File: config.mk
export PLATFORM = sky130hd
export DESIGN_NAME = mouse_packet_cursor_tracker
export DESIGN_NICKNAME = d
export VERILOG_FILES = /design/src/hw/rtl/mpct_pkg.sv /design/src/hw/rtl/mpct_front.sv /design/src/hw/rtl/mpct_queue.sv /design/src/hw/rtl/mpct_back.sv /design/src/hw/rtl/mouse_packet_cursor_tracker.sv
export SDC_FILE = /design/constraint.sdc
export NUM_CORES = 1
export LEC_CHECK = 0
export BUFFER_PORTS_ARGS = -buffer_cell sky130_fd_sc_hd__buf_2
export CORE_MARGIN = 8
export CORE_UTILIZATION = 65
export DETAILED_ROUTE_END_ITERATION = 8
export MAX_ROUTING_LAYER = met4
export PLACE_DENSITY = 0.85
export SLEW_MARGIN = 10
export SYNTH_ARGS = -nofsm -noshare
export SYNTH_HDL_FRONTEND = slang
export SYNTH_SLANG_ARGS = --single-unit
File: constraint.sdc
create_clock -name clk -period 11.4 [get_ports clk]
set_input_delay 0.57 -clock clk [delete_from_list [all_inputs] [get_ports clk]]
set_output_delay 0.57 -clock clk [all_outputs]
set_load 0.005 [all_outputs]
File: src/hw/rtl/mpct_pkg.sv
// shared types and constants for the mouse packet cursor tracker
`default_nettype none

package mpct_pkg;

  // default cursor coordinate width
  localparam int COORD_BITS_DEF = 12;

  // configuration port
  localparam int CFG_W     = 13;
  localparam int CFG_IDX_W = 2;
  localparam logic [CFG_IDX_W-1:0] REG_SCREEN_WIDTH  = 2'd0;
  localparam logic [CFG_IDX_W-1:0] REG_SCREEN_HEIGHT = 2'd1;
  localparam logic [CFG_IDX_W-1:0] REG_WHEEL_MODE    = 2'd2;

  // register reset values
  localparam logic [CFG_W-1:0] RST_SCREEN_WIDTH  = 13'd1024;
  localparam logic [CFG_W-1:0] RST_SCREEN_HEIGHT = 13'd768;

  // bit positions inside the first packet byte
  localparam int SYNC_BIT   = 3;
  localparam int X_SIGN_BIT = 4;
  localparam int Y_SIGN_BIT = 5;

  // packets held between front and back
  localparam int QUEUE_DEPTH = 2;

  // one assembled packet
  typedef struct packed {
    logic [1:0] buttons;
    logic       x_neg;
    logic       y_neg;
    logic [7:0] dx;
    logic [7:0] dy;
    logic [7:0] wheel;
  } pkt_t;

  // front to queue
  typedef struct packed {
    logic valid;
    pkt_t pkt;
  } push_t;

  // queue status
  typedef struct packed {
    logic full;
    logic empty;
  } qstat_t;

endpackage

`default_nettype wire

File: src/hw/rtl/mpct_front.sv
// byte assembler: resynchronizes on the first byte and builds packets
`default_nettype none

module mpct_front
  import mpct_pkg::*;
(
  input  wire logic       clk,
  input  wire logic       rst_n,
  input  wire logic       in_valid,
  input  wire logic [7:0] in_byte,
  output logic            in_ready,
  input  wire logic       wheel_mode,
  input  wire qstat_t     qstat,
  output push_t           push
);

  typedef enum logic [3:0] {
    PH_HEAD  = 4'b0001,
    PH_DX    = 4'b0010,
    PH_DY    = 4'b0100,
    PH_WHEEL = 4'b1000
  } phase_t;

  phase_t     phase_r, phase_nxt;
  logic [7:0] head_r, head_nxt;
  logic [7:0] dx_r, dx_nxt;
  logic [7:0] dy_r, dy_nxt;
  logic [7:0] last_wheel_r, last_wheel_nxt;
  logic       acc;
  logic       done;

  // a completing byte needs room in the queue, others are held back with it
  assign in_ready = !qstat.full;
  assign acc      = in_valid && in_ready;

  // phase sequencing and byte capture
  always_comb begin
    phase_nxt      = phase_r;
    head_nxt       = head_r;
    dx_nxt         = dx_r;
    dy_nxt         = dy_r;
    last_wheel_nxt = last_wheel_r;
    done           = 1'b0;
    if (acc) begin
      case (phase_r)
        PH_HEAD: begin
          if (in_byte[SYNC_BIT]) begin
            head_nxt  = in_byte;
            phase_nxt = PH_DX;
          end
        end
        PH_DX: begin
          dx_nxt    = in_byte;
          phase_nxt = PH_DY;
        end
        PH_DY: begin
          dy_nxt = in_byte;
          if (wheel_mode) begin
            phase_nxt = PH_WHEEL;
          end else begin
            phase_nxt = PH_HEAD;
            done      = 1'b1;
          end
        end
        PH_WHEEL: begin
          phase_nxt = PH_HEAD;
          done      = 1'b1;
          if (wheel_mode) last_wheel_nxt = in_byte;
        end
        default: begin
          phase_nxt = PH_HEAD;
        end
      endcase
    end
  end

  // packet record for the back end
  always_comb begin
    push.valid       = done;
    push.pkt.buttons = head_r[1:0];
    push.pkt.x_neg   = head_r[X_SIGN_BIT];
    push.pkt.y_neg   = head_r[Y_SIGN_BIT];
    push.pkt.dx      = dx_r;
    push.pkt.dy      = dy_nxt;
    push.pkt.wheel   = last_wheel_nxt;
  end

  always_ff @(posedge clk) begin
    if (!rst_n) begin
      phase_r      <= PH_HEAD;
      last_wheel_r <= 8'd0;
    end else begin
      phase_r      <= phase_nxt;
      last_wheel_r <= last_wheel_nxt;
    end
  end

  always_ff @(posedge clk) begin
    head_r <= head_nxt;
    dx_r   <= dx_nxt;
    dy_r   <= dy_nxt;
  end

endmodule

`default_nettype wire

File: src/hw/rtl/mpct_queue.sv
// short packet queue between the front and the back end
`default_nettype none

module mpct_queue
  import mpct_pkg::*;
(
  input  wire logic  clk,
  input  wire logic  rst_n,
  input  wire push_t push,
  input  wire logic  pop,
  output pkt_t       head,
  output qstat_t     qstat
);

  localparam int AW = (QUEUE_DEPTH > 1) ? $clog2(QUEUE_DEPTH) : 1;
  localparam int CW = $clog2(QUEUE_DEPTH + 1);
  localparam logic [AW-1:0] LAST = AW'(QUEUE_DEPTH - 1);
  localparam logic [CW-1:0] FULL_CNT = CW'(QUEUE_DEPTH);

  pkt_t          slot_r [QUEUE_DEPTH];
  logic [AW-1:0] wr_ptr_r, wr_ptr_nxt;
  logic [AW-1:0] rd_ptr_r, rd_ptr_nxt;
  logic [CW-1:0] cnt_r, cnt_nxt;
  logic          do_wr;
  logic          do_rd;

  assign qstat.full  = (cnt_r == FULL_CNT);
  assign qstat.empty = (cnt_r == '0);
  assign head        = slot_r[rd_ptr_r];

  assign do_wr = push.valid && !qstat.full;
  assign do_rd = pop && !qstat.empty;

  // pointer and count update
  always_comb begin
    wr_ptr_nxt = wr_ptr_r;
    rd_ptr_nxt = rd_ptr_r;
    cnt_nxt    = cnt_r;
    if (do_wr) wr_ptr_nxt = (wr_ptr_r == LAST) ? '0 : wr_ptr_r + 1'b1;
    if (do_rd) rd_ptr_nxt = (rd_ptr_r == LAST) ? '0 : rd_ptr_r + 1'b1;
    if (do_wr && !do_rd) cnt_nxt = cnt_r + 1'b1;
    else if (do_rd && !do_wr) cnt_nxt = cnt_r - 1'b1;
  end

  always_ff @(posedge clk) begin
    if (!rst_n) begin
      wr_ptr_r <= '0;
      rd_ptr_r <= '0;
      cnt_r    <= '0;
    end else begin
      wr_ptr_r <= wr_ptr_nxt;
      rd_ptr_r <= rd_ptr_nxt;
      cnt_r    <= cnt_nxt;
    end
  end

  // packet storage
  always_ff @(posedge clk) begin
    if (do_wr) slot_r[wr_ptr_r] <= push.pkt;
  end

endmodule

`default_nettype wire

File: src/hw/rtl/mpct_back.sv
// cursor update, clamping and the registered result stage
`default_nettype none

module mpct_back
  import mpct_pkg::*;
#(
  parameter int COORD_BITS = COORD_BITS_DEF
) (
  input  wire logic                  clk,
  input  wire logic                  rst_n,
  input  wire pkt_t                  pkt,
  input  wire qstat_t                qstat,
  output logic                       pop,
  input  wire logic [CFG_W-1:0]      screen_width,
  input  wire logic [CFG_W-1:0]      screen_height,
  output logic                       out_valid,
  input  wire logic                  out_ready,
  output logic [COORD_BITS-1:0]      cursor_x,
  output logic [COORD_BITS-1:0]      cursor_y,
  output logic [1:0]                 buttons,
  output logic [7:0]                 wheel_delta
);

  localparam int SUM_W = ((COORD_BITS > CFG_W) ? COORD_BITS : CFG_W) + 2;
  localparam logic [SUM_W-1:0] CMAX = SUM_W'((64'd1 << COORD_BITS) - 64'd1);
  localparam logic [COORD_BITS-1:0] RST_X = COORD_BITS'(RST_SCREEN_WIDTH >> 1);
  localparam logic [COORD_BITS-1:0] RST_Y = COORD_BITS'(RST_SCREEN_HEIGHT >> 1);

  logic [COORD_BITS-1:0]   pos_x_r, pos_x_nxt;
  logic [COORD_BITS-1:0]   pos_y_r, pos_y_nxt;
  logic                    out_valid_r;
  logic [COORD_BITS-1:0]   cur_x_r, cur_y_r;
  logic [1:0]              buttons_r;
  logic [7:0]              wheel_r;
  logic [SUM_W-1:0]        lim_x, lim_y;
  logic signed [9:0]       dx2, dy2;
  logic signed [SUM_W-1:0] vx, vy;

  // clamp limits: size minus one, zero size holds at 0, capped at coordinate range
  function automatic logic [SUM_W-1:0] limit_of(input logic [CFG_W-1:0] size);
    logic [SUM_W-1:0] lim;
    lim = (size == '0) ? '0 : ({{(SUM_W-CFG_W){1'b0}}, size} - 1'b1);
    return (lim > CMAX) ? CMAX : lim;
  endfunction

  function automatic logic [COORD_BITS-1:0] clamp_to(input logic signed [SUM_W-1:0] v,
                                                     input logic [SUM_W-1:0] hi);
    logic [SUM_W-1:0] r;
    if (v[SUM_W-1]) r = '0;
    else if (SUM_W'(v) > hi) r = hi;
    else r = SUM_W'(v);
    return r[COORD_BITS-1:0];
  endfunction

  assign lim_x = limit_of(screen_width);
  assign lim_y = limit_of(screen_height);

  // twice the nine-bit moves
  assign dx2 = {pkt.x_neg, pkt.dx, 1'b0};
  assign dy2 = {pkt.y_neg, pkt.dy, 1'b0};

  // move the cursor, y grows downward
  assign vx = $signed({{(SUM_W-COORD_BITS){1'b0}}, pos_x_r})
            + {{(SUM_W-10){dx2[9]}}, dx2};
  assign vy = $signed({{(SUM_W-COORD_BITS){1'b0}}, pos_y_r})
            - {{(SUM_W-10){dy2[9]}}, dy2};

  assign pos_x_nxt = clamp_to(vx, lim_x);
  assign pos_y_nxt = clamp_to(vy, lim_y);

  // take a packet when the result stage is free or being drained
  assign pop = !qstat.empty && (!out_valid_r || out_ready);

  always_ff @(posedge clk) begin
    if (!rst_n) begin
      pos_x_r     <= RST_X;
      pos_y_r     <= RST_Y;
      out_valid_r <= 1'b0;
    end else begin
      if (pop) begin
        pos_x_r     <= pos_x_nxt;
        pos_y_r     <= pos_y_nxt;
        out_valid_r <= 1'b1;
      end else if (out_ready) begin
        out_valid_r <= 1'b0;
      end
    end
  end

  // result payload
  always_ff @(posedge clk) begin
    if (pop) begin
      cur_x_r   <= pos_x_nxt;
      cur_y_r   <= pos_y_nxt;
      buttons_r <= pkt.buttons;
      wheel_r   <= pkt.wheel;
    end
  end

  assign out_valid   = out_valid_r;
  assign cursor_x    = cur_x_r;
  assign cursor_y    = cur_y_r;
  assign buttons     = buttons_r;
  assign wheel_delta = wheel_r;

endmodule

`default_nettype wire

File: src/hw/rtl/mouse_packet_cursor_tracker.sv
// top level of the mouse packet cursor tracker
`default_nettype none

// Takes one mouse byte per transfer and can accept a byte every cycle while
// the queue has room. Bytes are gathered into three-byte packets, or
// four-byte packets with wheel_mode set; a first byte without bit 3 is
// dropped to regain sync. A completed packet moves the cursor by twice the X
// move and minus twice the Y move, clamps it to the screen, and raises
// out_tvalid once the packet has passed through the queue slot and the
// result register. A two-packet queue sits between the byte assembler and
// the cursor stage, so bytes keep flowing while a result waits; in_tready
// drops only when that queue is full. There is no clearing pass after
// reset. Registers: 0 screen width, 1 screen height, 2 wheel mode;
// write them only while no result is outstanding.

module mouse_packet_cursor_tracker
  import mpct_pkg::*;
#(
  parameter int COORD_BITS = COORD_BITS_DEF
) (
  input  wire logic                  clk,
  input  wire logic                  rst_n,
  // config write channel
  input  wire logic                  cfg_valid,
  output logic                       cfg_ready,
  input  wire logic [CFG_IDX_W-1:0]  cfg_index,
  input  wire logic [CFG_W-1:0]      cfg_data,
  // byte input
  input  wire logic                  in_tvalid,
  output logic                       in_tready,
  input  wire logic [7:0]            in_tdata,  // [7:0] rx_byte
  // result output
  output logic                       out_tvalid,
  input  wire logic                  out_tready,
  // cursor_x, cursor_y, buttons[1:0], wheel_delta[7:0], zero padding
  output logic [((2*COORD_BITS+10+7)/8)*8-1:0] out_tdata
);

  localparam int OUT_W = ((2*COORD_BITS+10+7)/8)*8;
  localparam int PAD_W = OUT_W - (2*COORD_BITS+10);

  logic [CFG_W-1:0]      screen_width_r;
  logic [CFG_W-1:0]      screen_height_r;
  logic                  wheel_mode_r;
  push_t                 push;
  pkt_t                  q_head;
  qstat_t                qstat;
  logic                  pop;
  logic [COORD_BITS-1:0] cursor_x;
  logic [COORD_BITS-1:0] cursor_y;
  logic [1:0]            buttons;
  logic [7:0]            wheel_delta;

  // configuration registers
  assign cfg_ready = 1'b1;

  always_ff @(posedge clk) begin
    if (!rst_n) begin
      screen_width_r  <= RST_SCREEN_WIDTH;
      screen_height_r <= RST_SCREEN_HEIGHT;
      wheel_mode_r    <= 1'b0;
    end else if (cfg_valid && cfg_ready) begin
      case (cfg_index)
        REG_SCREEN_WIDTH:  screen_width_r  <= cfg_data;
        REG_SCREEN_HEIGHT: screen_height_r <= cfg_data;
        REG_WHEEL_MODE:    wheel_mode_r    <= cfg_data[0];
        default: begin
        end
      endcase
    end
  end

  // byte assembler
  mpct_front u_front (
    .clk        (clk),
    .rst_n      (rst_n),
    .in_valid   (in_tvalid),
    .in_byte    (in_tdata),
    .in_ready   (in_tready),
    .wheel_mode (wheel_mode_r),
    .qstat      (qstat),
    .push       (push)
  );

  // packet queue
  mpct_queue u_queue (
    .clk   (clk),
    .rst_n (rst_n),
    .push  (push),
    .pop   (pop),
    .head  (q_head),
    .qstat (qstat)
  );

  // cursor stage
  mpct_back #(
    .COORD_BITS (COORD_BITS)
  ) u_back (
    .clk           (clk),
    .rst_n         (rst_n),
    .pkt           (q_head),
    .qstat         (qstat),
    .pop           (pop),
    .screen_width  (screen_width_r),
    .screen_height (screen_height_r),
    .out_valid     (out_tvalid),
    .out_ready     (out_tready),
    .cursor_x      (cursor_x),
    .cursor_y      (cursor_y),
    .buttons       (buttons),
    .wheel_delta   (wheel_delta)
  );

  assign out_tdata = {{PAD_W{1'b0}}, wheel_delta, buttons, cursor_y, cursor_x};

  // a completed packet never meets a full queue
  a_no_overflow: assert property (@(posedge clk) disable iff (!rst_n)
    push.valid |-> !qstat.full)
    else $error("packet pushed into a full queue");

  // the front stalls only on a full queue
  a_ready_full: assert property (@(posedge clk) disable iff (!rst_n)
    !in_tready |-> qstat.full)
    else $error("input stalled with room in the queue");

  // a shown cursor column lies within a nonzero screen width
  a_x_on_screen: assert property (@(posedge clk) disable iff (!rst_n)
    (out_tvalid && screen_width_r != '0 && COORD_BITS >= CFG_W) |->
      ({{(CFG_W+1){1'b0}}, cursor_x} <
       {{(COORD_BITS+1){1'b0}}, screen_width_r}))
    else $error("cursor column outside the screen");

  // nothing is offered right after reset
  a_reset_idle: assert property (@(posedge clk)
    ($past(!rst_n) && rst_n) |-> !out_tvalid)
    else $error("result offered right after reset");

endmodule

`default_nettype wire
==> results of run 1 <==
[where the power goes]
part / internal, W / leakage, nW / switching, W / total, W
clock: 0.000337 / 0.294 / 0.000260 / 0.000598
combinational: 0.000445 / 2.25 / 0.000645 / 0.00109
sequential: 0.000833 / 1.61 / 0.0000512 / 0.000884
total: 0.00161 / 4.16 / 0.000957 / 0.00257
[cells in the mapped netlist, types with 8 or more instances]
cell type	number	share of area, %
sky130_fd_sc_hd__edfxtp_1	102	34
sky130_fd_sc_hd__nand2_1	97	4.1
sky130_fd_sc_hd__dfxtp_1	77	17
sky130_fd_sc_hd__nor2_1	66	2.8
sky130_fd_sc_hd__a21oi_1	59	3.3
sky130_fd_sc_hd__ha_1	57	7.9
sky130_fd_sc_hd__o21ai_0	48	2.7
sky130_fd_sc_hd__inv_1	42	1.8
sky130_fd_sc_hd__mux2_2	38	4.8
sky130_fd_sc_hd__mux2i_1	25	2.8
sky130_fd_sc_hd__xor2_1	22	2.1
sky130_fd_sc_hd__xnor2_1	18	1.8
sky130_fd_sc_hd__nand3_1	15	0.84
sky130_fd_sc_hd__nor3_1	15	0.84
sky130_fd_sc_hd__clkbuf_1	12	0.50
sky130_fd_sc_hd__o21a_1	12	1.0
sky130_fd_sc_hd__nor2b_1	10	0.70
sky130_fd_sc_hd__buf_4	9	0.75
sky130_fd_sc_hd__and2_1	8	0.56
[critical path: stages (launching register included)]
cell                       delay (ps)
sky130_fd_sc_hd__dfxtp_1          320
sky130_fd_sc_hd__buf_4            400
sky130_fd_sc_hd__mux2_2           400
sky130_fd_sc_hd__ha_1             390
sky130_fd_sc_hd__nand2_1           60
sky130_fd_sc_hd__o21ai_0          440
sky130_fd_sc_hd__o221ai_1         210
sky130_fd_sc_hd__a21oi_1          240
sky130_fd_sc_hd__o21ai_0          140
sky130_fd_sc_hd__a21oi_1          170
sky130_fd_sc_hd__nor2_1            60
sky130_fd_sc_hd__xnor2_1          160
sky130_fd_sc_hd__ha_1             260
sky130_fd_sc_hd__nand4_1          120
sky130_fd_sc_hd__nor2_1            70
sky130_fd_sc_hd__nand3_1          110
sky130_fd_sc_hd__a21oi_1           60
sky130_fd_sc_hd__or3_1            390
sky130_fd_sc_hd__o21ai_2          340
sky130_fd_sc_hd__mux2_2           430
sky130_fd_sc_hd__o31ai_2          160
[final timing paths]
check / startpoint / endpoint / slack [ps] / cells past startpoint
worst max-delay path: flip-flop / u_back.pos_x_r[9]$_SDFFE_PN1P_ / 6390 / 20
worst min-delay path: in_tdata[2] / u_front.dx_r[2]$_DFFE_PP_ / 360 / 1
worst max register to register: flip-flop / u_back.pos_x_r[9]$_SDFFE_PN1P_ / 6390 / 20
worst min register to register: u_front.head_r[4]$_DFFE_PP_ / u_queue.slot_r[0][25]$_DFFE_PP_ / 450 / 0
[flip-flops by register name, summed over array words and instances, names as in the netlist, named ones only]
| signal | cells |
|---|---|
| u_queue.rd_ptr_r | 1 |
| u_queue.cnt_r | 2 |
| u_front.last_wheel_r | 8 |
| u_front.head_r | 4 |
| u_front.dy_r | 8 |
| u_back.pos_y_r | 12 |
| u_back.buttons | 2 |
| screen_width_r | 13 |
| screen_height_r | 13 |
| u_back.cursor_x | 12 |
| u_queue.slot_r | 56 |
| u_front.phase_r | 4 |
| u_back.wheel_delta | 8 |
| u_back.cursor_y | 12 |
| u_back.pos_x_r | 12 |
| u_back.out_valid | 1 |
| u_queue.wr_ptr_r | 1 |
| u_front.dx_r | 8 |
| wheel_mode_r | 1 |
[cell families after synthesis]
logic type | Yosys count | synth area share, %
flip-flops | 179 | 51.3
other | 2 | 0.0836
AO/OA/AOI/OAI | 163 | 11.2
adder cells (fa/ha/maj) | 59 | 8.39
AND/OR/NAND/NOR | 256 | 14.0
multiplexers | 63 | 7.55
buffers and inverters | 73 | 3.58
XOR/XNOR | 40 | 3.90
[layer usage]
metal	wire [um]	vias to the layer above	track usage, %
met3	1100	40	4.89
met2	9560	216	36.4
met5	0	-	-
li1	-	3098	-
met4	501	0	9.05
met1	8650	3020	28.4
[per-stage QoR]
step                      util (%)  total power [W]
after floorplan                  -          0.00169
after global placement        69.3          0.00194
after detailed placement      69.3          0.00197
after CTS                     73.8          0.00258
after global routing          73.8          0.00274
final                         73.8          0.00257
[layout make-up]
cell class	count	area [sq um]	share of cell area, %
tap	180	225	2.23
clock inverter	13	171	1.70
sequential	179	4600	45.7
timing repair buffer	71	375	3.72
multi-input combinational	592	4110	40.7
inverter	42	158	1.56
clock buffer	19	443	4.39
==> run summary, run 1 <==
The HPWL after detailed placement came out at about 14000 um. The repair_antennas step left the layout with diodes totalling 0. Setup violations remaining at the end of the flow were counted as 0.

The path class of the tightest hold or removal check is in -> reg. The via count of the first global-routing pass is ~6.3k. The shortest period the worst path allows is around 5000 ps. The synthesis warning total came out at 0. The number of gates resized after CTS is 0. The die height is between 100 and 150 um. The synthesized netlist cell count is between 800 and 900. The clock passes through at most 2 buffers. The floorplan step defined a core boundary enclosing 0.0137 sq mm. After global routing the overflow that remains totals 0.

The post-CTS setup-driven buffer insertion count is 0. The final worst hold slack is 363 ps. The CTS sink count came out at approximately 180.

The number of buffers added on ports is 63. The initial antenna violation count came to 0. The synthesized cell area is ~0.009 sq mm. The clock buffer count from CTS came out at 17. The first detailed-routing pass took 5 iterations. The die outline width came out at approximately 130 um. The transition time at the pin with the least slew margin came out at between 800 and 900 ps. The placement-stage cell area is about 0.0095 sq mm.

The total routing resource utilization after global routing is 23.0%. The flow ran to the end, and the final reports show no timing, DRC or antenna violations. The largest net degree at the start of global routing is 37.

After detailed routing, the average wire length per cell comes to about 18 um. Leaving out fill and tap cells, the most frequent cells in the layout are 102 x sky130_fd_sc_hd__edfxtp_1, 97 x sky130_fd_sc_hd__nand2_1, 77 x sky130_fd_sc_hd__dfxtp_1. The floorplan has 43 rows.

The worst setup timing slack at the placement stage is roughly 6500 ps. The critical path in this run is classified as reg -> reg. The worst setup margin came out at approximately 6400 ps. The data required time at the worst endpoint is approximately 12000 ps.

STA classifies the critical path startpoint as a flip-flop. Of the cells placed in the final design, the portion with a size suffix greater than 1 is 18.3%. Yosys mapped a number of flops with a built-in enable equal to between 100 and 150. The synthesis-stage register bit count came out at between 150 and 200. The number of library cell types mapped by synthesis came out at 65. The area growth from synthesis to layout is 12.3%.

The average size of a mapped cell is 10.8 sq um. Leaving out fill and tap cells, the most frequent cell in the layout is sky130_fd_sc_hd__edfxtp_1. The worst path arrival time is 5350 ps.

TritonCTS built the clock tree. The number of placed instances, taps included, is ~1.1k. The final period utilization is 43.9%.

The power density over the cells is between 200 and 300 mW/mm^2. The worst setup path is captured at a flip-flop. The first global-routing pass estimated ~32000 um of wire. For this block, the initial DRC count from the detailed router was just over 500. The dominant synthesized flop cell is sky130_fd_sc_hd__edfxtp_1. Dividing the detail-routed via count by the number of cells gives a little under 6. Routability-driven placement finished with a final weighted congestion of roughly 0.93. Setup repair after global routing left no endpoint under its margin.

The die covers 0.0178 sq mm. Across all layers, the routed design uses 6374 vias. The number of antenna-violating nets in the routed design came out at 0. The CTS clock-pin slew for the worst setup and hold paths is 70 ps. The final instance area came out at between 0.01 and 0.015 sq mm. The total of hold buffers inserted after clock tree synthesis came out at 0. The async set-reset flop share out of synthesis came out at 0%. The number of failing hold endpoints at the final stage came to 0.

The starting density of the core came out at about two thirds. The count of pins over their slew limit is 0. IR analysis of the VDD net gives a maximum drop of between 0.00015 and 0.0002 V. For this design the top-level I/O count stands at between 70 and 80. Summing the sequential cell areas from Yosys gives 51.3% of the chip area. The timing-limited maximum frequency is roughly 0.20 GHz. For this design the static power due to leakage is ~4.2 nW. The post-route non-filler standard cell count is approximately 1.1k.

Max-cap violations in this run came to 0. The number of filler cells placed in the layout came out at just over 900. CTS placed an instance of sky130_fd_sc_hd__clkbuf_16 at the clock tree root. The total wire length after detailed routing is 19800 um. Measured against its own limit, the worst slew margin works out to 43.1%.

The insertion delay to the later sink of the worst-skew pair came out at 430 ps. The number of nets in the final layout is approximately 1000. The deepest level of the CTS H-tree is 4. The final worst clock skew came out at approximately 9 ps. The residual DRC count came out at 0.

The maximum net fanout on the critical path came out at 28. The total negative slack for setup checks is 0 ps.
Power figures use the tool's default switching activity.
==> inputs of run 2 (changes only) <==
--- a/config.mk
+++ b/config.mk
@@ -7,10 +7,10 @@
 export LEC_CHECK = 0
 export BUFFER_PORTS_ARGS = -buffer_cell sky130_fd_sc_hd__buf_2
 export CORE_MARGIN = 8
-export CORE_UTILIZATION = 65
+export CORE_UTILIZATION = 54
 export DETAILED_ROUTE_END_ITERATION = 8
 export MAX_ROUTING_LAYER = met4
-export PLACE_DENSITY = 0.85
+export PLACE_DENSITY = 0.76
 export SLEW_MARGIN = 10
 export SYNTH_ARGS = -nofsm -noshare
 export SYNTH_HDL_FRONTEND = slang
==> constraint.sdc (replaced) <==
create_clock -name clk -period 4.5 [get_ports clk]
set_input_delay 0.225 -clock clk [delete_from_list [all_inputs] [get_ports clk]]
set_output_delay 0.225 -clock clk [all_outputs]
set_load 0.005 [all_outputs]
==> run 2 against run 1 <==
  * Core utilization shrank 9.9 points
  * Combinational power grew to 3.0 times the previous value
  * Sequential cell count did not move
  * Sequential share of layout area down 1.7 points
  * Largest cell class unchanged
  * Wire length decreased by 2.8%
  * Critical endpoint is now u_back.cursor_x[4]$_DFFE_PP_
  * Maximum frequency grew 15%
==> run summary, run 2 (synthesis results as in run 1) <==
The die outline width came out at 145 um (+8.6%). The final worst clock skew came out at 7.37 ps (-1.78 ps). The row count came to 47 (+9.3%). The total wire length after detailed routing was 19300 um (-2.8%). The power density over the cells is 662 mW/mm^2 (+160%). In this run the worst hold path is classified as in -> reg. The number of failing hold endpoints at the final stage came out at 0 (unchanged). The critical path class is reg -> reg. The shortest period the worst path allows came out at 4340 ps (-668 ps). The largest net degree at the start of global routing came out at 38 (+2.7%). The number of antenna-violating nets in the routed design is 0 (unchanged). The maximum ir drop on the vdd rail came out at 0.000355 V (+120%). The insertion delay to the later sink of the worst-skew pair came out at 430 ps (about the same). The number of max-cap violations came to 0 (unchanged). The worst hold path depth came out at 3 (+2). The detailed-route wire length per cell came out at 16.7 um (-7.8%). The CTS sink count came to 179 (unchanged). The signed area change from the synthesized netlist to the final layout came out at 16.7%. The I/O pin count came out at 71 (unchanged). The final count of negative-setup-slack endpoints came out at 0 (unchanged).

TritonCTS built the clock tree. The number of iterations in the first detailed-routing pass was 4 (-1). The number of instances in the placed design was 1119 (+5.2%).

The number of buffers added on ports is 63 (unchanged). The timing-limited maximum frequency is 0.230 GHz (+15%). The footprint of the multi-input gates came out at 0.00430 sq mm (+4.7%). The antenna cell count came out at 0 (unchanged). The wire length of the first global-routing pass is 30900 um (-2.3%). The final estimated routing congestion in global placement is 0.869 (-6.5%). The remaining global-route overflow is 0 (unchanged). The maximum number of buffers from clock root to sink is 2 (unchanged). The worst setup path is launched from a flip-flop. The deepest level of the CTS H-tree is 4 (unchanged). The worst-case reg-to-reg path depth is 22 (+10%).

The number of flip-flops under the largest register name was 56 (unchanged). The number of filler cells placed in the layout is 1294 (+41%). The library cell used most frequently in the layout, excluding fill and tap cells, is sky130_fd_sc_hd__edfxtp_1. The post-route non-filler standard cell count is 1156 (+5.5%). The worst setup timing slack at the placement stage came out at -83.5 ps (-6550 ps). The signal on the critical path passes through buf_12 > buf_8 > mux2_2 > ha_1 > o21a_1 > o21a_1 > o221ai_1 > a21oi_1 > o21ai_1 > a21oi_1 > nor2_1 > xnor2_1 > ha_1 > nand4_1 > nor2_1 > nand3_2 > a21oi_1 > or3_4 > o21ai_4 > buf_6 > mux2i_4 > nor2_1. The count of pins over their slew limit came out at 0 (unchanged). The CTS clock-pin slew for the worst setup and hold paths is 70 ps (about the same).

The worst setup margin is 161 ps (-6230 ps). The total routing resource utilization after global routing is 18.7% (-4.3 points). The fraction of final layout cells sized beyond drive strength 1 came to 23.2% (+4.8 points). The die height came out at 145 um (+8.6%). The slowest stage of the critical path belongs to the cell sky130_fd_sc_hd__or3_4.

The per-cell via count in the routed design came out at 5.46 (-6.1%). The transition time at the pin with the least slew margin came out at 860 ps (+29.7 ps). The initial antenna violation count came out at 0 (unchanged). The initial detailed-routing violation count came out at 329 (-35%). The data required time at the worst endpoint is 4690 ps (-7060 ps). The tightest slew margin relative to the limit was 42.5% (-0.54 points). The clock tree root buffer cell is sky130_fd_sc_hd__clkbuf_16. The area of the die came out at 0.0210 sq mm (+18%). The residual DRC count came out at 0 (unchanged).

The leakage component of the power is 4.25 nW (+2.2%). The via count of the first global-routing pass came out at 6219 (-0.94%). The clock buffer count from CTS came out at 17 (unchanged). The share of the core filled with cells is 63.9% (-9.9 points). The register area is 0.00461 sq mm (about the same). The maximum net fanout on the critical path came out at 11 (-61%). The final period utilization came to 96.4% (+53 points). The run finished with clean final reports. The final worst hold slack came out at 23.1 ps (-340 ps). The core footprint came out at 0.0164 sq mm (+20%).

Leaving out fill and tap cells, the most frequent cells in the layout are 102 x sky130_fd_sc_hd__edfxtp_1, 97 x sky130_fd_sc_hd__nand2_1, 76 x sky130_fd_sc_hd__dfxtp_1. Ranked by flip-flop count, first place goes to u_queue.slot_r. The HPWL after detailed placement is 13700 um (-2.0%). STA classifies the critical path endpoint as a flip-flop. The starting density of the core was 54.7% (-11 points). The number of nets in the final layout is 1010 (+2.0%).

The stage delay of the slowest cell on the critical path is 410 ps (-30 ps). The worst path arrival time is 4520 ps (-830 ps). The hold path startpoint is cfg_data[9].

The via count is 6312 (-0.97%). The largest registers in the layout are u_queue.slot_r: 56 flops, screen_height_r: 13 flops, screen_width_r: 13 flops.
==> run 2: metal layers <==
metal | vias up | part of all wire, % | track usage (%)
li1 | 3143 | - | -
met2 | 148 | 48 | 30.3
met4 | 0 | 1.5 | 6.52
met5 | - | 0 | -
met3 | 18 | 4.9 | 3.30
met1 | 3003 | 46 | 23.2
==> run 2: worst max-delay path, delay by kind of cell (launching register included) <==
family | cells | cell delay (ps)
AOI/OAI and AO/OA | 8 | 1070
adders and majority gates | 2 | 600
buffers and inverters | 3 | 460
DFF | 1 | 350
xor gates and xnor gates | 1 | 140
and+or+nand+nor | 6 | 890
muxes | 2 | 590
==> run 2: per-stage QoR <==
step	setup TNS [ps]	area [sq um]	total power (W)
floorplan	-5.50	9030	0.00430
global placement	0	9650	0.00507
detailed placement	-794	9650	0.00513
CTS	0	10300	0.00665
global route	-0.954	10500	0.00737
finish	0	10500	0.00694
==> run 2: layout make-up <==
class,count,area share [%]
Multi-Input combinational cell,593,41.0
Tap cell,220,2.63
Sequential cell,179,43.9
Timing Repair Buffer,90,5.43
Inverter,42,1.50
Clock buffer,18,4.09
Clock inverter,14,1.41
==> run 2: power breakdown <==
group	switching [W]	internal, W
clock network	0.000665	0.000782
logic	0.00178	0.00148
registers	0.000130	0.00211
total	0.00258	0.00437
==> run 2: what timing repair did <==
item / CTS / global route
hold endpoints to repair: 0 / 0
hold buffers: 0 / 0
setup buffers: 0 / 4
gates resized for setup: 7 / 38
pin swaps: 2 / 7
cloned: 1 / 0
setup endpoints to repair: 23 / 48
==> run 2: path summary, 6_finish.rpt <==
check                                     to  slack (ps)
min          screen_height_r[9]$_SDFFE_PN1P_          20
max             u_back.cursor_x[4]$_DFFE_PP_         160
min reg2reg  u_queue.slot_r[0][26]$_DFFE_PP_         450
max reg2reg     u_back.cursor_x[4]$_DFFE_PP_         160
==> inputs of run 3 (changes only) <==
--- a/config.mk
+++ b/config.mk
@@ -5,12 +5,13 @@
 export SDC_FILE = /design/constraint.sdc
 export NUM_CORES = 1
 export LEC_CHECK = 0
+export ABC_AREA = 1
 export BUFFER_PORTS_ARGS = -buffer_cell sky130_fd_sc_hd__buf_2
 export CORE_MARGIN = 8
-export CORE_UTILIZATION = 54
+export CORE_UTILIZATION = 55
 export DETAILED_ROUTE_END_ITERATION = 8
 export MAX_ROUTING_LAYER = met4
-export PLACE_DENSITY = 0.76
+export PLACE_DENSITY = 0.77
 export SLEW_MARGIN = 10
 export SYNTH_ARGS = -nofsm -noshare
 export SYNTH_HDL_FRONTEND = slang
==> constraint.sdc (replaced) <==
create_clock -name clk -period 4.5 [get_ports clk]
set_input_delay 1.125 -clock clk [delete_from_list [all_inputs] [get_ports clk]]
set_output_delay 1.125 -clock clk [all_outputs]
set_load 0.005 [all_outputs]
==> run 3 against run 2 <==
  * Synthesized cell count grew 40%
  * Sequential share of layout area shrank 1.5 points
  * Critical path type unchanged
  * Die area grew 4.9%
  * Maximum frequency grew 8.4%
  * Cell count grew 28%
  * Core utilization shrank 0.89 points
  * Combinational power grew 22%
  * First-iteration DRC count grew 52%
  * Sequential cell count is the same
  * Final area grew 3.6%
  * Non-clock buffer count shrank 16
==> run summary, run 3 <==
Yosys attributes the largest share of cell area to sky130_fd_sc_hd__edfxtp_1 32%, sky130_fd_sc_hd__dfxtp_1 16%, sky130_fd_sc_hd__nand2_1 10%, sky130_fd_sc_hd__inv_1 7.5%, sky130_fd_sc_hd__ha_1 7.4%. The synthesis warning total came to 0 (unchanged). The number of buffers added on ports is 63 (unchanged).

The synthesis-stage register bit count came to 179 (unchanged). The total negative slack for setup checks is 0 ps (unchanged). The highest-delay cell along the critical path is sky130_fd_sc_hd__dfxtp_1. The count of flip-flops with a built-in enable after synthesis is 102 (unchanged).

The startpoint identified for the worst hold timing path is u_front.dx_r[5]$_DFFE_PP_. For this run, the leading register cell type out of synthesis is sky130_fd_sc_hd__edfxtp_1. The share of the core filled with cells came out at 63.0% (-0.89 points). The residual DRC count is 0 (unchanged). The cell accounting for the most synthesized area is sky130_fd_sc_hd__edfxtp_1.

The cell sitting at the root of the clock tree is a sky130_fd_sc_hd__clkbuf_16. The library cell used most frequently in the layout, excluding fill and tap cells, is sky130_fd_sc_hd__nand2_1. The starting density of the core is 56.0% (+1.2 points).

The number of filler cells placed in the layout came out at 1427 (+10%). The portion of the post-synthesis area used by sequential elements came out at 47.7% (-3.6 points). The worst setup path is of the reg -> reg kind. Ranked by instance count, the synthesized netlist is headed by 260 x sky130_fd_sc_hd__nand2_1, 194 x sky130_fd_sc_hd__inv_1, 104 x sky130_fd_sc_hd__nor2_1.

The post-synthesis mux area share came out at 2.94% (-4.6 points). The maximum number of buffers from clock root to sink came out at 2 (unchanged). The number of max-cap violations is 0 (unchanged). In the layout the commonest cells are 260 x sky130_fd_sc_hd__nand2_1, 194 x sky130_fd_sc_hd__inv_1, 102 x sky130_fd_sc_hd__nor2_1, 102 x sky130_fd_sc_hd__edfxtp_1, 83 x sky130_fd_sc_hd__a21oi_1. The stage delay of the slowest cell on the critical path came to 350 ps (-60 ps).

The average size of a mapped cell came out at 8.28 sq um (-23%). The worst path arrival time is 4200 ps (-320 ps). The I/O pin count came out at 71 (unchanged). The number of library cell types mapped by synthesis is 39 (-40%). The initial detailed-routing violation count is 500 (+52%). The number of nets in the final layout is 1322 (+31%). The number of antenna-violating nets in the routed design is 0 (unchanged). The insertion delay to the later sink of the worst-skew pair came out at 440 ps (about the same).

The wire length of the first global-routing pass is 34900 um (+13%). The worst-case reg-to-reg path depth is 24 (+9.1%). The row count came out at 48 (+2.1%). The via count came out at 7602 (+20%). The clock buffer count from CTS was 17 (unchanged).

The cell with the most instances after synthesis is sky130_fd_sc_hd__nand2_1. The post-synthesis simple-gate area fraction is 21.2% (+7.3 points). The initial antenna violation count is 0 (unchanged). The worst setup path is launched from a flip-flop. The per-cell via count in the routed design is 5.16 (-5.5%).

The worst setup margin is 498 ps (+337 ps). The detailed-route wire length per cell is 14.6 um (-12%). After synthesis, the largest family of logic cells by area is simple AND/OR/NAND/NOR gates. The via count of the first global-routing pass was 7232 (+16%). The number of flip-flops under the largest register name came to 56 (unchanged). The endpoint identified for the worst register-to-register timing path is u_back.cursor_y[5]$_DFFE_PP_. The synthesized cell area came out at 0.00965 sq mm (+7.5%).

The deepest level of the CTS H-tree came out at 4 (unchanged). The CTS sink count is 179 (unchanged). The area of the die was 0.0220 sq mm (+4.9%). The CTS clock-pin slew for the worst setup and hold paths is 80 ps (about the same). The maximum ir drop on the vdd rail came to 0.000468 V (+32%). Ranked by flip-flop count, first place goes to u_queue.slot_r. The total of hold buffers inserted after clock tree synthesis is 0 (unchanged). The synthesized-area fraction occupied by adder cells is 7.81% (-0.58 points).

Setup repair after global routing left no endpoint under its margin. The final estimated routing congestion in global placement is 0.925 (+6.5%). The tightest slew margin relative to the limit came out at 42.7% (+0.11 points). The total routing resource utilization after global routing came out at 20.4% (+1.7 points). The signed area change from the synthesized netlist to the final layout is 12.6%. The maximum net fanout on the critical path is 18 (+7). The worst setup path is captured at a flip-flop. The count of pins over their slew limit was 0 (unchanged). The parity-gate share of the synthesized area counting xor and xnor cells came out at 2.00% (-1.9 points).

The share of the synthesized area in the top cell type came out at 31.7% (-2.4 points). The post-CTS setup-driven buffer insertion count came out at 0 (unchanged). The HPWL after detailed placement came out at 15800 um (+15%). The power density over the cells was 737 mW/mm^2 (+11%). TritonCTS built the clock tree.

The core footprint came out at 0.0172 sq mm (+5.1%). The run finished with clean final reports. The fraction of final layout cells sized beyond drive strength 1 is 12.8% (-10 points). The cell type with the highest occurrence count on the critical path is sky130_fd_sc_hd__nand2_1.

The worst setup timing slack at the placement stage came out at 618 ps (+701 ps). The signal on the critical path passes through buf_4 > o21ai_0 > buf_4 > ha_1 > nand2_1 > inv_1 > a21oi_1 > nand3_1 > nand2_1 > inv_1 > o21ai_0 > nand2_1 > xor2_1 > ha_1 > nand2_1 > nor2_1 > nor3b_1 > nand2_1 > nand2_1 > nand2_2 > clkinv_1 > nand2_1 > nand3_1 > inv_1. The data required time at the worst endpoint is 4700 ps (about the same). The transition time at the pin with the least slew margin came out at 860 ps (+0.316 ps). The shortest period the worst path allows is 4000 ps (-337 ps).

The worst hold path depth was 0 (-3). The die outline width is 148 um (+2.4%). The async set-reset flop share out of synthesis came to 0% (unchanged).

The number of gates resized after CTS is 0 (-7). The minimum setup slack among reg-to-reg paths came out at 500 ps (+340 ps). The total wire length after detailed routing is 21500 um (+12%). The number of instances in the placed design is 1441 (+29%).

The number of iterations in the first detailed-routing pass is 6 (+2). The synthesized netlist cell count is 1166 (+40%). The post-synthesis compound-gate area fraction is 8.71% (-2.5 points). The number of failing hold endpoints at the final stage came to 0 (unchanged). The die height came out at 148 um (+2.4%). The remaining global-route overflow came to 0 (unchanged). The final count of negative-setup-slack endpoints is 0 (unchanged).

The leakage component of the power is 5.30 nW (+25%). The final period utilization is 88.9% (-7.5 points). The post-route non-filler standard cell count is 1474 (+28%). The largest registers in the layout are u_queue.slot_r: 56 flops, screen_height_r: 13 flops, screen_width_r: 13 flops.

The final worst clock skew is 12.3 ps (+4.91 ps). The timing-limited maximum frequency was 0.250 GHz (+8.4%). The worst hold path terminates at u_queue.slot_r[1][21]$_DFFE_PP_. The largest net degree at the start of global routing is 81 (+110%). The min-delay analysis places its worst path in the category reg -> reg.
## run 3: area by class of cell
type | count | area (sq um) | share of cell area [%]
antenna | 1 | 2.50 | 0.0230
clock buffer | 17 | 425 | 3.92
clock inverter | 15 | 228 | 2.10
inverter | 198 | 743 | 6.84
multi-input combinational | 765 | 4180 | 38.5
sequential | 179 | 4600 | 42.4
tap | 225 | 282 | 2.59
timing repair buffer | 74 | 398 | 3.66
## run 3: routing by layer
metal  global-route usage (%)  wire length (um)  vias up
li1                         -                 -     3896
met2                     33.2             10400      165
met1                     24.9              9790     3509
met3                     3.62               816       32
met4                     7.75               474        0
met5                        -                 0        -
## run 3: kinds of logic (layout without fill, tap and decap cells)
| kind of cell | count (synthesis) | count (layout) |
|---|---|---|
| DFF | 179 | 179 |
| adders and majority gates | 59 | 59 |
| other | 2 | 12 |
| and+or+nand+nor | 482 | 482 |
| xor gates and xnor gates | 22 | 22 |
| AOI/OAI and AO/OA | 165 | 165 |
| buffers and inverters | 231 | 304 |
| muxes | 26 | 26 |
## run 3: metrics by stage
stage	hold WS (ps)	area [sq um]	total power, W
final	448	10900	0.00801
after global routing	467	10900	0.00869
after CTS	446	10900	0.00803
after detailed placement	430	10200	0.00641
after global placement	427	10200	0.00633
after floorplan	421	9680	0.00535
## run 3: report_power, final
group          switching, W  internal (W)
combinational       0.00256       0.00143
clock              0.000762      0.000821
sequential         0.000176       0.00226
total               0.00350       0.00451
## run 3: critical path, delay by kind of cell, from the launching register on
family          cells  cell delay [ps]
compound gates      3              520
flops               1              350
buf+inv             6              780
simple gates       12             1300
xor+xnor            1              160
fa+ha+maj           2              620
## run 3: worst max-delay path by stage
stage,endpoint,depth (start not counted),slack [ps]
2_1_floorplan,u_back.cursor_x[9]$_DFFE_PP_,22,580
5_1_grt,u_back.cursor_y[0]$_DFFE_PP_,25,130
6_report,u_back.cursor_y[5]$_DFFE_PP_,24,500
3_3_place_gp,u_back.cursor_x[0]$_DFFE_PP_,26,740
4_1_cts,u_back.cursor_y[6]$_DFFE_PP_,24,520
3_5_place_dp,u_back.cursor_y[6]$_DFFE_PP_,24,620
